$ cat src/rtl/core/uart_ring_fifos_xon_xoff_unit_assert.svh
// Assertion macros for the UART ring FIFO unit.
// Depends on a clock named clk and an active-low reset named rst_n in the using module.
`ifndef UART_RING_FIFOS_XON_XOFF_UNIT_ASSERT_SVH
`define UART_RING_FIFOS_XON_XOFF_UNIT_ASSERT_SVH
`ifndef NO_ASSERTIONS
// Checked only while out of reset.
`define URF_ASSERT(lbl, prop, msg) \
  lbl: assert property (@(posedge clk) disable iff (!rst_n) (prop)) else $error(msg);
// Checked at every edge, reset included.
`define URF_ASSERT_ALWAYS(lbl, prop, msg) \
  lbl: assert property (@(posedge clk) (prop)) else $error(msg);
`else
`define URF_ASSERT(lbl, prop, msg)
`define URF_ASSERT_ALWAYS(lbl, prop, msg)
`endif
`endif

$ cat src/rtl/core/uart_rf_pkg.sv
// Shared codes and constants for the UART ring FIFO unit.
// No dependencies.
package uart_rf_pkg;

  // Request kinds on the input channel.
  localparam logic [1:0] REQ_RX_PUT   = 2'd0;
  localparam logic [1:0] REQ_RX_GET   = 2'd1;
  localparam logic [1:0] REQ_TX_PUT   = 2'd2;
  localparam logic [1:0] REQ_TX_READY = 2'd3;

  // Configuration register indexes.
  localparam logic [1:0] CFG_FLOW_ENABLE = 2'd0;
  localparam logic [1:0] CFG_XOFF_LEVEL  = 2'd1;
  localparam logic [1:0] CFG_XON_LEVEL   = 2'd2;

  // Configuration reset values.
  localparam logic [7:0] XOFF_LEVEL_RST = 8'd192;
  localparam logic [7:0] XON_LEVEL_RST  = 8'd128;

  // Flow control characters and the filler byte.
  localparam logic [7:0] XON_CHAR  = 8'd17;
  localparam logic [7:0] XOFF_CHAR = 8'd19;
  localparam logic [7:0] NO_BYTE   = 8'hFF;

  // A result waiting for its memory read data.
  typedef struct packed {
    logic       ok;
    logic       sel_rx;
    logic       sel_tx;
    logic [7:0] byte_val;
    logic [7:0] level;
    logic       tx_req;
  } pend_t;

endpackage

$ cat src/rtl/core/uart_rf_ram.sv
// Generic single-port-write, single-port-read RAM with a registered read.
// No dependencies.
module uart_rf_ram #(
  parameter int WIDTH = 8,
  parameter int DEPTH = 256
) (
  input  logic                     clk,
  input  logic                     we,
  input  logic [$clog2(DEPTH)-1:0] waddr,
  input  logic [WIDTH-1:0]         wdata,
  input  logic                     re,
  input  logic [$clog2(DEPTH)-1:0] raddr,
  output logic [WIDTH-1:0]         rdata
);

  logic [WIDTH-1:0] mem [DEPTH];

  // Write port, and a read port whose data holds until the next read.
  always_ff @(posedge clk) begin
    if (we) begin
      mem[waddr] <= wdata;
    end
    if (re) begin
      rdata <= mem[raddr];
    end
  end

endmodule

$ cat src/rtl/core/uart_ring_fifos_xon_xoff_unit.sv
// Top level of the UART receive/transmit ring FIFOs with XON/XOFF flow control.
// Depends on uart_rf_pkg, uart_rf_ram and uart_ring_fifos_xon_xoff_unit_assert.svh.
//
//   Channel  | Direction | Handshake           | Payload
//   in_      | input     | in_valid/in_ready   | in_req_type, in_data_byte
//   out_     | output    | out_valid/out_ready | out_ok, out_out_byte, out_level, out_tx_request
//   cfg_     | input     | cfg_we              | cfg_addr, cfg_wdata
//
// Each item updates pointers and flags in the cycle it is taken and issues at most one
// ring memory access; the result waits in the pending register, then moves to the
// output register with the memory read data. Items can be taken every cycle the output is free.
// Synchronous reset restores pointers, flags and configuration; no memory clearing pass.
// A stalled output holds the pending result, and the input stalls behind it.
`include "uart_ring_fifos_xon_xoff_unit_assert.svh"
module uart_ring_fifos_xon_xoff_unit #(
  parameter int RING_DEPTH = 256
) (
  input  logic       clk,
  input  logic       rst_n,
  input  logic       in_valid,
  output logic       in_ready,
  input  logic [1:0] in_req_type,
  input  logic [7:0] in_data_byte,
  output logic       out_valid,
  input  logic       out_ready,
  output logic       out_ok,
  output logic [7:0] out_out_byte,
  output logic [7:0] out_level,
  output logic       out_tx_request,
  input  logic       cfg_we,
  input  logic [1:0] cfg_addr,
  input  logic [7:0] cfg_wdata
);

  import uart_rf_pkg::*;

  localparam int AW = $clog2(RING_DEPTH);
  localparam int CW = (AW > 8) ? AW : 8;

  // Configuration registers.
  logic       flow_en_r;
  logic [7:0] xoff_lvl_r;
  logic [7:0] xon_lvl_r;

  // Ring pointers and flow flags.
  logic [AW-1:0] rx_wr_r, rx_wr_nxt, rx_rd_r, rx_rd_nxt;
  logic [AW-1:0] tx_wr_r, tx_wr_nxt, tx_rd_r, tx_rd_nxt;
  logic          xon_r, xon_nxt, xoff_r, xoff_nxt;
  logic          flow_pend_r, flow_pend_nxt, tx_req_r, tx_req_nxt;

  // Pending and output stages.
  pend_t      pend_r, pend_nxt;
  logic       pend_vld_r;
  logic       out_vld_r;
  logic       out_ok_r;
  logic [7:0] out_byte_r;
  logic [7:0] out_lvl_r;
  logic       out_txr_r;

  // Memory ports.
  logic       rx_we, rx_re, tx_we, tx_re;
  logic [7:0] rx_rdata, tx_rdata;

  // Occupancy and full tests.
  logic [AW-1:0] rx_occ, tx_occ, rx_occ_inc, tx_occ_inc;
  logic [CW-1:0] rx_occ_w, rx_inc_w, tx_occ_w, tx_inc_w;
  logic          rx_full, tx_full, rx_empty, tx_empty;
  logic          out_free, in_fire;

  assign out_free = !out_vld_r || out_ready;
  assign in_ready = !pend_vld_r || out_free;
  assign in_fire  = in_valid && in_ready;

  assign rx_occ     = rx_wr_r - rx_rd_r;
  assign tx_occ     = tx_wr_r - tx_rd_r;
  assign rx_occ_inc = rx_occ + AW'(1);
  assign tx_occ_inc = tx_occ + AW'(1);
  assign rx_full    = (rx_wr_r + AW'(1)) == rx_rd_r;
  assign tx_full    = (tx_wr_r + AW'(1)) == tx_rd_r;
  assign rx_empty   = rx_wr_r == rx_rd_r;
  assign tx_empty   = tx_wr_r == tx_rd_r;
  assign rx_occ_w   = CW'(rx_occ);
  assign rx_inc_w   = CW'(rx_occ_inc);
  assign tx_occ_w   = CW'(tx_occ);
  assign tx_inc_w   = CW'(tx_occ_inc);

  // Per-item decode: pointer and flag updates, memory access, pending result.
  always_comb begin
    rx_wr_nxt     = rx_wr_r;
    rx_rd_nxt     = rx_rd_r;
    tx_wr_nxt     = tx_wr_r;
    tx_rd_nxt     = tx_rd_r;
    xon_nxt       = xon_r;
    xoff_nxt      = xoff_r;
    flow_pend_nxt = flow_pend_r;
    tx_req_nxt    = tx_req_r;
    rx_we         = 1'b0;
    rx_re         = 1'b0;
    tx_we         = 1'b0;
    tx_re         = 1'b0;
    pend_nxt          = '0;
    pend_nxt.byte_val = NO_BYTE;
    if (in_fire) begin
      case (in_req_type)
        REQ_RX_PUT: begin
          if (!rx_full) begin
            rx_we          = 1'b1;
            rx_wr_nxt      = rx_wr_r + AW'(1);
            pend_nxt.ok    = 1'b1;
            pend_nxt.level = rx_inc_w[7:0];
          end
        end
        REQ_RX_GET: begin
          if (!rx_empty) begin
            rx_re           = 1'b1;
            rx_rd_nxt       = rx_rd_r + AW'(1);
            pend_nxt.ok     = 1'b1;
            pend_nxt.sel_rx = 1'b1;
            pend_nxt.level  = rx_occ_w[7:0];
          end
          // Hysteresis on the occupancy before the pop (zero when empty).
          if (flow_en_r) begin
            if (rx_occ_w >= CW'(xoff_lvl_r)) begin
              xon_nxt = 1'b0;
              if (!xoff_r) begin
                xoff_nxt      = 1'b1;
                flow_pend_nxt = 1'b1;
                tx_req_nxt    = 1'b1;
              end
            end else if (rx_occ_w <= CW'(xon_lvl_r)) begin
              xoff_nxt = 1'b0;
              if (!xon_r) begin
                xon_nxt       = 1'b1;
                flow_pend_nxt = 1'b1;
                tx_req_nxt    = 1'b1;
              end
            end
          end
        end
        REQ_TX_PUT: begin
          if (!tx_full) begin
            tx_we          = 1'b1;
            tx_wr_nxt      = tx_wr_r + AW'(1);
            pend_nxt.ok    = 1'b1;
            pend_nxt.level = tx_inc_w[7:0];
            if (tx_empty) begin
              tx_req_nxt = 1'b1;
            end
          end
        end
        REQ_TX_READY: begin
          if (tx_req_r) begin
            if (flow_pend_r) begin
              pend_nxt.ok       = 1'b1;
              pend_nxt.byte_val = xon_r ? XON_CHAR : XOFF_CHAR;
              flow_pend_nxt     = 1'b0;
            end else if (!tx_empty) begin
              tx_re           = 1'b1;
              tx_rd_nxt       = tx_rd_r + AW'(1);
              pend_nxt.ok     = 1'b1;
              pend_nxt.sel_tx = 1'b1;
              pend_nxt.level  = tx_occ_w[7:0];
            end else begin
              tx_req_nxt = 1'b0;
            end
          end
        end
        default: begin
          pend_nxt.ok = 1'b0;
        end
      endcase
      pend_nxt.tx_req = tx_req_nxt;
    end
  end

  // Control state and configuration.
  always_ff @(posedge clk) begin
    if (!rst_n) begin
      flow_en_r   <= 1'b1;
      xoff_lvl_r  <= XOFF_LEVEL_RST;
      xon_lvl_r   <= XON_LEVEL_RST;
      rx_wr_r     <= '0;
      rx_rd_r     <= '0;
      tx_wr_r     <= '0;
      tx_rd_r     <= '0;
      xon_r       <= 1'b1;
      xoff_r      <= 1'b0;
      flow_pend_r <= 1'b0;
      tx_req_r    <= 1'b1;
      pend_vld_r  <= 1'b0;
      out_vld_r   <= 1'b0;
    end else begin
      if (cfg_we) begin
        case (cfg_addr)
          CFG_FLOW_ENABLE: flow_en_r  <= cfg_wdata[0];
          CFG_XOFF_LEVEL:  xoff_lvl_r <= cfg_wdata;
          CFG_XON_LEVEL:   xon_lvl_r  <= cfg_wdata;
          default:         flow_en_r  <= flow_en_r;
        endcase
      end
      rx_wr_r     <= rx_wr_nxt;
      rx_rd_r     <= rx_rd_nxt;
      tx_wr_r     <= tx_wr_nxt;
      tx_rd_r     <= tx_rd_nxt;
      xon_r       <= xon_nxt;
      xoff_r      <= xoff_nxt;
      flow_pend_r <= flow_pend_nxt;
      tx_req_r    <= tx_req_nxt;
      if (in_fire) begin
        pend_vld_r <= 1'b1;
      end else if (out_free) begin
        pend_vld_r <= 1'b0;
      end
      if (out_free) begin
        out_vld_r <= pend_vld_r;
      end
    end
  end

  // Payload of the pending and output stages.
  always_ff @(posedge clk) begin
    if (in_fire) begin
      pend_r <= pend_nxt;
    end
    if (out_free && pend_vld_r) begin
      out_ok_r  <= pend_r.ok;
      out_lvl_r <= pend_r.level;
      out_txr_r <= pend_r.tx_req;
      if (pend_r.sel_rx) begin
        out_byte_r <= rx_rdata;
      end else if (pend_r.sel_tx) begin
        out_byte_r <= tx_rdata;
      end else begin
        out_byte_r <= pend_r.byte_val;
      end
    end
  end

  assign out_valid      = out_vld_r;
  assign out_ok         = out_ok_r;
  assign out_out_byte   = out_byte_r;
  assign out_level      = out_lvl_r;
  assign out_tx_request = out_txr_r;

  // Receive ring memory.
  uart_rf_ram #(
    .WIDTH(8),
    .DEPTH(RING_DEPTH)
  ) u_rx_ram (
    .clk  (clk),
    .we   (rx_we),
    .waddr(rx_wr_r),
    .wdata(in_data_byte),
    .re   (rx_re),
    .raddr(rx_rd_r),
    .rdata(rx_rdata)
  );

  // Transmit ring memory.
  uart_rf_ram #(
    .WIDTH(8),
    .DEPTH(RING_DEPTH)
  ) u_tx_ram (
    .clk  (clk),
    .we   (tx_we),
    .waddr(tx_wr_r),
    .wdata(in_data_byte),
    .re   (tx_re),
    .raddr(tx_rd_r),
    .rdata(tx_rdata)
  );

  // Design checks.
  `URF_ASSERT(a_flags_exclusive, !(xon_r && xoff_r), "XON and XOFF states both set")
  `URF_ASSERT(a_pend_needs_req, flow_pend_r |-> tx_req_r, "flow byte pending without request")
  `URF_ASSERT(a_rx_full_drop, (in_fire && in_req_type == REQ_RX_PUT && rx_full) |=> $stable(rx_wr_r), "write pointer moved on full ring")
  `URF_ASSERT(a_pend_hold, (pend_vld_r && !out_free) |=> (pend_vld_r && $stable(pend_r)), "pending result lost under stall")
  `URF_ASSERT_ALWAYS(a_reset_out, !rst_n |=> !out_vld_r, "output valid after reset")

endmodule
$ cat config.mk
export PLATFORM = sky130hd
export DESIGN_NAME = uart_ring_fifos_xon_xoff_unit
export DESIGN_NICKNAME = d
export VERILOG_FILES = /design/src/rtl/core/uart_rf_pkg.sv /design/src/rtl/core/uart_rf_ram.sv /design/src/rtl/core/uart_ring_fifos_xon_xoff_unit.sv
export VERILOG_INCLUDE_DIRS = /design/src /design/src/rtl/core
export SDC_FILE = /design/constraint.sdc
export NUM_CORES = 2
export LEC_CHECK = 0
export ABC_AREA = 1
export BUFFER_PORTS_ARGS = -buffer_cell sky130_fd_sc_hd__buf_2
export CORE_UTILIZATION = 35
export DETAILED_ROUTE_END_ITERATION = 7
export HOLD_SLACK_MARGIN = 0.08
export SYNTH_ARGS = -nofsm -noshare
export SYNTH_HDL_FRONTEND = slang
export SYNTH_SLANG_ARGS = --single-unit
$ cat constraint.sdc
create_clock -name clk -period 7.83 [get_ports clk]
set_input_delay 0.783 -clock clk [delete_from_list [all_inputs] [get_ports clk]]
set_output_delay 0.783 -clock clk [all_outputs]
set_load 0.005 [all_outputs]
==> report_table.html <==
<table>
<tr><th>Metric</th><th>Value</th></tr>
<tr><th colspan="2">Clocking</th></tr>
<tr><td>Number of buffers inserted for hold repair after clock tree synthesis</td><td>1</td></tr>
<tr><td>CTS HTree Levels</td><td>5</td></tr>
<tr><td>Clock tree from TritonCTS</td><td>yes</td></tr>
<tr><td>Insertion delay to the later sink of the worst-skew pair</td><td>roughly 1000 ps</td></tr>
<tr><td>Number of resized instances in the post-cts repair step</td><td>0</td></tr>
<tr><td>Total clock buffers created by CTS</td><td>410</td></tr>
<tr><td>Max Buffers Root-to-Sink</td><td>4</td></tr>
<tr><td>Clock root buffer</td><td>sky130_fd_sc_hd__clkbuf_16</td></tr>
<tr><td>Clock-pin transition on the worst setup and hold timing paths</td><td>60 ps</td></tr>
<tr><td>Setup bufs post-CTS</td><td>0</td></tr>
<tr><td>Number of sinks handled by clock tree synthesis</td><td>4199</td></tr>
<tr><th colspan="2">Timing</th></tr>
<tr><td>Aggregate negative setup slack</td><td>0 ps</td></tr>
<tr><td>Worst-case clock skew</td><td>slightly above 70 ps</td></tr>
<tr><td>Transition time at the pin with the least slew margin</td><td>between 1000 and 1500 ps</td></tr>
<tr><td>Max-slew violation count</td><td>0</td></tr>
<tr><td>Setup violation total in the final timing report</td><td>0</td></tr>
<tr><td>Hold slack final</td><td>169 ps</td></tr>
<tr><td>Final period demand of the worst path</td><td>between 4000 and 5000 ps</td></tr>
<tr><td>Ratio of final minimum period to clock period</td><td>around 60%</td></tr>
<tr><td>Max Clk Rate</td><td>212 MHz</td></tr>
<tr><td>Max-slew headroom at the worst pin</td><td>a little over a tenth</td></tr>
<tr><td>Final-report hold violation count</td><td>0</td></tr>
<tr><td>Setup repair after global routing missed its margin</td><td>false</td></tr>
<tr><th colspan="2">Status</th></tr>
<tr><td>Violated checks</td><td>DRC</td></tr>
<tr><td>Outcome</td><td>finished, violations left</td></tr>
<tr><th colspan="2">Global routing</th></tr>
<tr><td>Vias in the first global route</td><td>~100k</td></tr>
<tr><td>Global-route congestion overflow total</td><td>0</td></tr>
<tr><td>Initial antenna violation count</td><td>20</td></tr>
<tr><td>Maximum number of pins on one net before global-route repair</td><td>approximately 210</td></tr>
<tr><td>Global-route wire length before repair</td><td>about 700000 µm</td></tr>
<tr><td>GR Util All Layers</td><td>approximately a fifth</td></tr>
<tr><th colspan="2">Detailed routing</th></tr>
<tr><td>Post-detailed-route wirelength per cell</td><td>approximately 24 µm</td></tr>
<tr><td>Antenna-violating nets left</td><td>0</td></tr>
<tr><td>Final Routed Wirelength</td><td>about 480000 µm</td></tr>
<tr><td>Iteration-0 DRC Markers</td><td>between 10000 and 15000</td></tr>
<tr><td>Total number of vias</td><td>~110k</td></tr>
<tr><td>Detailed-router iteration count before antenna repair</td><td>8</td></tr>
<tr><td>Remaining design rule violation count</td><td>1</td></tr>
<tr><td>Via density per instance</td><td>approximately 5.4</td></tr>
<tr><th colspan="2">Critical path</th></tr>
<tr><td>Reg2Reg Setup Slack</td><td>just over 3000 ps</td></tr>
<tr><td>Arrival @ worst endpoint</td><td>between 5000 and 6000 ps</td></tr>
<tr><td>Series of cell instances along the critical path</td><td>buf_4, nand2_1, nand2_1, nor2_1, o21ai_1, nor2_1, nand3_2, nand3_4, inv_2, nand2_2, nor2_1</td></tr>
<tr><td>Max Fanout on Critical Path</td><td>64</td></tr>
<tr><td>Beginning of the critical path</td><td>tx_rd_r[2]$_SDFFE_PN0P_</td></tr>
<tr><td>Classification of the worst setup path</td><td>reg -&gt; reg</td></tr>
<tr><td>Critical path capture point type</td><td>flop</td></tr>
<tr><td>Crit Reg-Reg Startpoint</td><td>tx_rd_r[2]$_SDFFE_PN0P_</td></tr>
<tr><td>Worst stage delay on the critical path</td><td>between 900 and 1000 ps</td></tr>
<tr><td>Highest-delay cell along the critical path</td><td>sky130_fd_sc_hd__nor2_1</td></tr>
<tr><td>WP data required</td><td>about 8400 ps</td></tr>
<tr><td>Crit start category</td><td>flop</td></tr>
<tr><td>Cell type with the highest occurrence count on the critical path</td><td>sky130_fd_sc_hd__nor2_1</td></tr>
<tr><th colspan="2">Synth</th></tr>
<tr><td>Post-synthesis sequential area ratio</td><td>roughly 74%</td></tr>
<tr><td>Ys Warns</td><td>0</td></tr>
<tr><td>Synthesized netlist cell count</td><td>approximately 14000</td></tr>
<tr><td>Number of distinct standard cells referenced by the synthesized netlist</td><td>50</td></tr>
<tr><td>Number of enable-type register cells in the synthesized netlist</td><td>4144</td></tr>
<tr><td>Number of synthesized register bits</td><td>~4200</td></tr>
<tr><td>Primary flip-flop cell chosen by synthesis mapping</td><td>sky130_fd_sc_hd__edfxtp_1</td></tr>
<tr><td>Post-synthesis average cell area</td><td>~12 µm²</td></tr>
<tr><td>Post-Syn Nets</td><td>between 10000 and 15000</td></tr>
<tr><td>Async set-reset flop share out of synthesis</td><td>0%</td></tr>
<tr><td>Total standard cell area after synthesis</td><td>170000 µm²</td></tr>
<tr><th colspan="2">Finish</th></tr>
<tr><td>Fraction of layout instances using a drive strength above 1</td><td>6.72%</td></tr>
<tr><td>Number of cells in the finished layout apart from fillers</td><td>slightly above 20000</td></tr>
<tr><td>Post-route standard cell area excluding fillers</td><td>190000 µm²</td></tr>
<tr><td>Area Overhead vs Synth</td><td>11.4%</td></tr>
<tr><td>Net total in the final layout</td><td>approximately 14000</td></tr>
<tr><th colspan="2">Place</th></tr>
<tr><td>Number of port buffers</td><td>44</td></tr>
<tr><td>Dpl cell area</td><td>~180000 µm²</td></tr>
<tr><td>Routability-driven placement congestion ratio</td><td>0.864</td></tr>
<tr><td>HPWL Detailed</td><td>roughly 270000 µm</td></tr>
<tr><td>Placed Cells incl. Taps</td><td>between 15000 and 20000</td></tr>
<tr><th colspan="2">Floorplan</th></tr>
<tr><td>Starting density of the core</td><td>roughly a third</td></tr>
<tr><td>Core area</td><td>483000 µm²</td></tr>
<tr><td>Count of boundary I/O pins</td><td>45</td></tr>
<tr><td>Die span in x</td><td>between 600 and 700 µm</td></tr>
<tr><td>Die Span Y</td><td>about 700 µm</td></tr>
<tr><td>Cell Rows</td><td>around 260</td></tr>
<tr><td>Die Outline Area</td><td>489000 µm²</td></tr>
<tr><th colspan="2">Power</th></tr>
<tr><td>Worst supply voltage drop on vdd</td><td>between 200 and 250 µV</td></tr>
<tr><td>Leak</td><td>61.1 nW</td></tr>
<tr><td>Power density of the placed cells</td><td>247 nW/µm²</td></tr>
<tr><th colspan="2">Flow run</th></tr>
<tr><td>Number of max-cap violations</td><td>0</td></tr>
<tr><th colspan="2">Min path</th></tr>
<tr><td>Startpoint of the most critical hold path</td><td>in_req_type[1]</td></tr>
<tr><td>Worst hold-check path type</td><td>in -&gt; reg</td></tr>
</table>
## sequential cells by signal, summed over array words and instances, names as in the netlist
signal,cells
out_ok,1
flow_en_r,1
tx_req_r,1
flow_pend_r,1
u_tx_ram.mem,2048
tx_rd_r,8
out_valid,1
xoff_r,1
rx_wr_r,8
u_rx_ram.mem,2048
pend_r,14
pend_vld_r,1
rx_rd_r,8
out_level,8
out_tx_request,1
out_out_byte,8
u_tx_ram.rdata,8
xoff_lvl_r,8
tx_wr_r,8
xon_r,1
xon_lvl_r,8
u_rx_ram.rdata,8
## critical path: cells and delay by family (launching register included)
family          cells  cell delay [ps]
buf+inv             2             1160
simple gates        8             2460
compound gates      1               70
flops               1              610
## area by class of cell
| class | instances | area, µm² |
|---|---|---|
| timing repair buffer | 234 | 2190 |
| tap | 6425 | 8040 |
| multi-input combinational | 8587 | 39900 |
| clock buffer | 505 | 10700 |
| antenna | 8 | 20.0 |
| sequential | 4199 | 126000 |
| clock inverter | 249 | 2380 |
| fill | 45434 | 294000 |
| inverter | 243 | 975 |
## placed cells by master, fill, tap and decap left out, types with 12 or more instances in the layout
cell type	synthesis	routed
sky130_fd_sc_hd__clkinv_2	0	74
sky130_fd_sc_hd__or2_2	29	30
sky130_fd_sc_hd__buf_4	27	151
sky130_fd_sc_hd__nor3_1	49	44
sky130_fd_sc_hd__dfxtp_1	55	47
sky130_fd_sc_hd__clkinv_1	9	102
sky130_fd_sc_hd__edfxtp_1	4144	4144
sky130_fd_sc_hd__nor2_1	3395	3392
sky130_fd_sc_hd__o21ai_0	2196	2196
sky130_fd_sc_hd__nand3_2	4	12
sky130_fd_sc_hd__clkinvlp_4	0	15
sky130_fd_sc_hd__buf_12	0	37
sky130_fd_sc_hd__xor2_1	15	15
sky130_fd_sc_hd__nand3_1	632	621
sky130_fd_sc_hd__nand4_1	17	17
sky130_fd_sc_hd__nor2_2	13	14
sky130_fd_sc_hd__inv_6	0	13
sky130_fd_sc_hd__a21oi_1	262	261
sky130_fd_sc_hd__bufinv_16	0	36
sky130_fd_sc_hd__buf_2	281	37
sky130_fd_sc_hd__o21ai_1	23	23
sky130_fd_sc_hd__ha_1	42	42
sky130_fd_sc_hd__inv_1	213	210
sky130_fd_sc_hd__clkbuf_1	555	87
sky130_fd_sc_hd__o22ai_1	257	257
sky130_fd_sc_hd__nand2_2	10	16
sky130_fd_sc_hd__clkbuf_16	0	412
sky130_fd_sc_hd__inv_2	19	13
sky130_fd_sc_hd__o211ai_1	503	503
sky130_fd_sc_hd__nand2_1	1072	1064
## final timing paths
kind                                                        to  depth (start not counted)
worst min-delay path                  flow_pend_r$_SDFFE_PN0P_                          4
worst max register to register  u_tx_ram.mem[126][2]$_DFFE_PP_                         11
worst min register to register          out_level[5]$_DFFE_PP_                          0
worst max-delay path            u_tx_ram.mem[126][2]$_DFFE_PP_                         11
## through the flow
stage / utilization, % / power (mW) / setup WS [ps]
after global routing: 39.3 / 48.1 / 2980
final: 39.3 / 46.8 / 3110
after global placement: 36.6 / 27.7 / 3260
after floorplan: - / 26.5 / 4430
after detailed placement: 36.6 / 27.7 / 3240
after CTS: 39.3 / 47.0 / 3240
## cell families (layout without fill, tap and decap cells)
family	Yosys count	count (layout)	share of synthesized area [%]
simple gates	5251	5251	12.3
xor+xnor	22	22	0.113
fa+ha+maj	44	44	0.332
flops	4199	4199	73.7
other cells	0	8	0
buf+inv	1190	1231	2.96
mux	1	1	0.00588
compound gates	3269	3269	10.6
## layer usage
metal	global-route usage (%)	wire (µm)	part of all wire [%]
met1	26.6	205000	42
met2	29.8	221000	46
met3	3.36	41000	8.5
met4	6.82	18300	3.8
met5	0	26	0.0054
## where the power goes
group          total (mW)  switching [mW]  internal [mW]
sequential           24.8          0.0648           24.7
combinational        2.44            1.89          0.551
clock                19.6            8.65           10.9
total                46.8            10.6           36.2
## cell usage after synthesis (all sizes together), types with 2 or more instances
| cell type | instances | area [µm²] |
|---|---|---|
| dfxtp | 55 | 1100 |
| clkinv | 9 | 33.8 |
| nor2 | 3409 | 12800 |
| o21ai | 2219 | 11100 |
| inv | 234 | 883 |
| nor3b | 4 | 30.0 |
| o22ai | 257 | 1610 |
| a21oi | 262 | 1310 |
| xnor2 | 7 | 61.3 |
| ha | 42 | 526 |
| a21o | 3 | 22.5 |
| or2 | 30 | 188 |
| o21a | 2 | 15.0 |
| o211ai | 503 | 3780 |
| nand3 | 642 | 3310 |
| o21bai | 3 | 22.5 |
| nor3 | 52 | 275 |
| clkbuf | 555 | 2080 |
| nand4 | 21 | 174 |
| edfxtp | 4144 | 124000 |
| nor4 | 3 | 18.8 |
| fa | 2 | 40.0 |
| o221ai | 8 | 70.1 |
| xor2 | 15 | 131 |
| nand2 | 1085 | 4120 |
| a31oi | 9 | 56.3 |
| buf | 392 | 2030 |
| nand3b | 4 | 30.0 |
(Power assumes the default switching activity.)
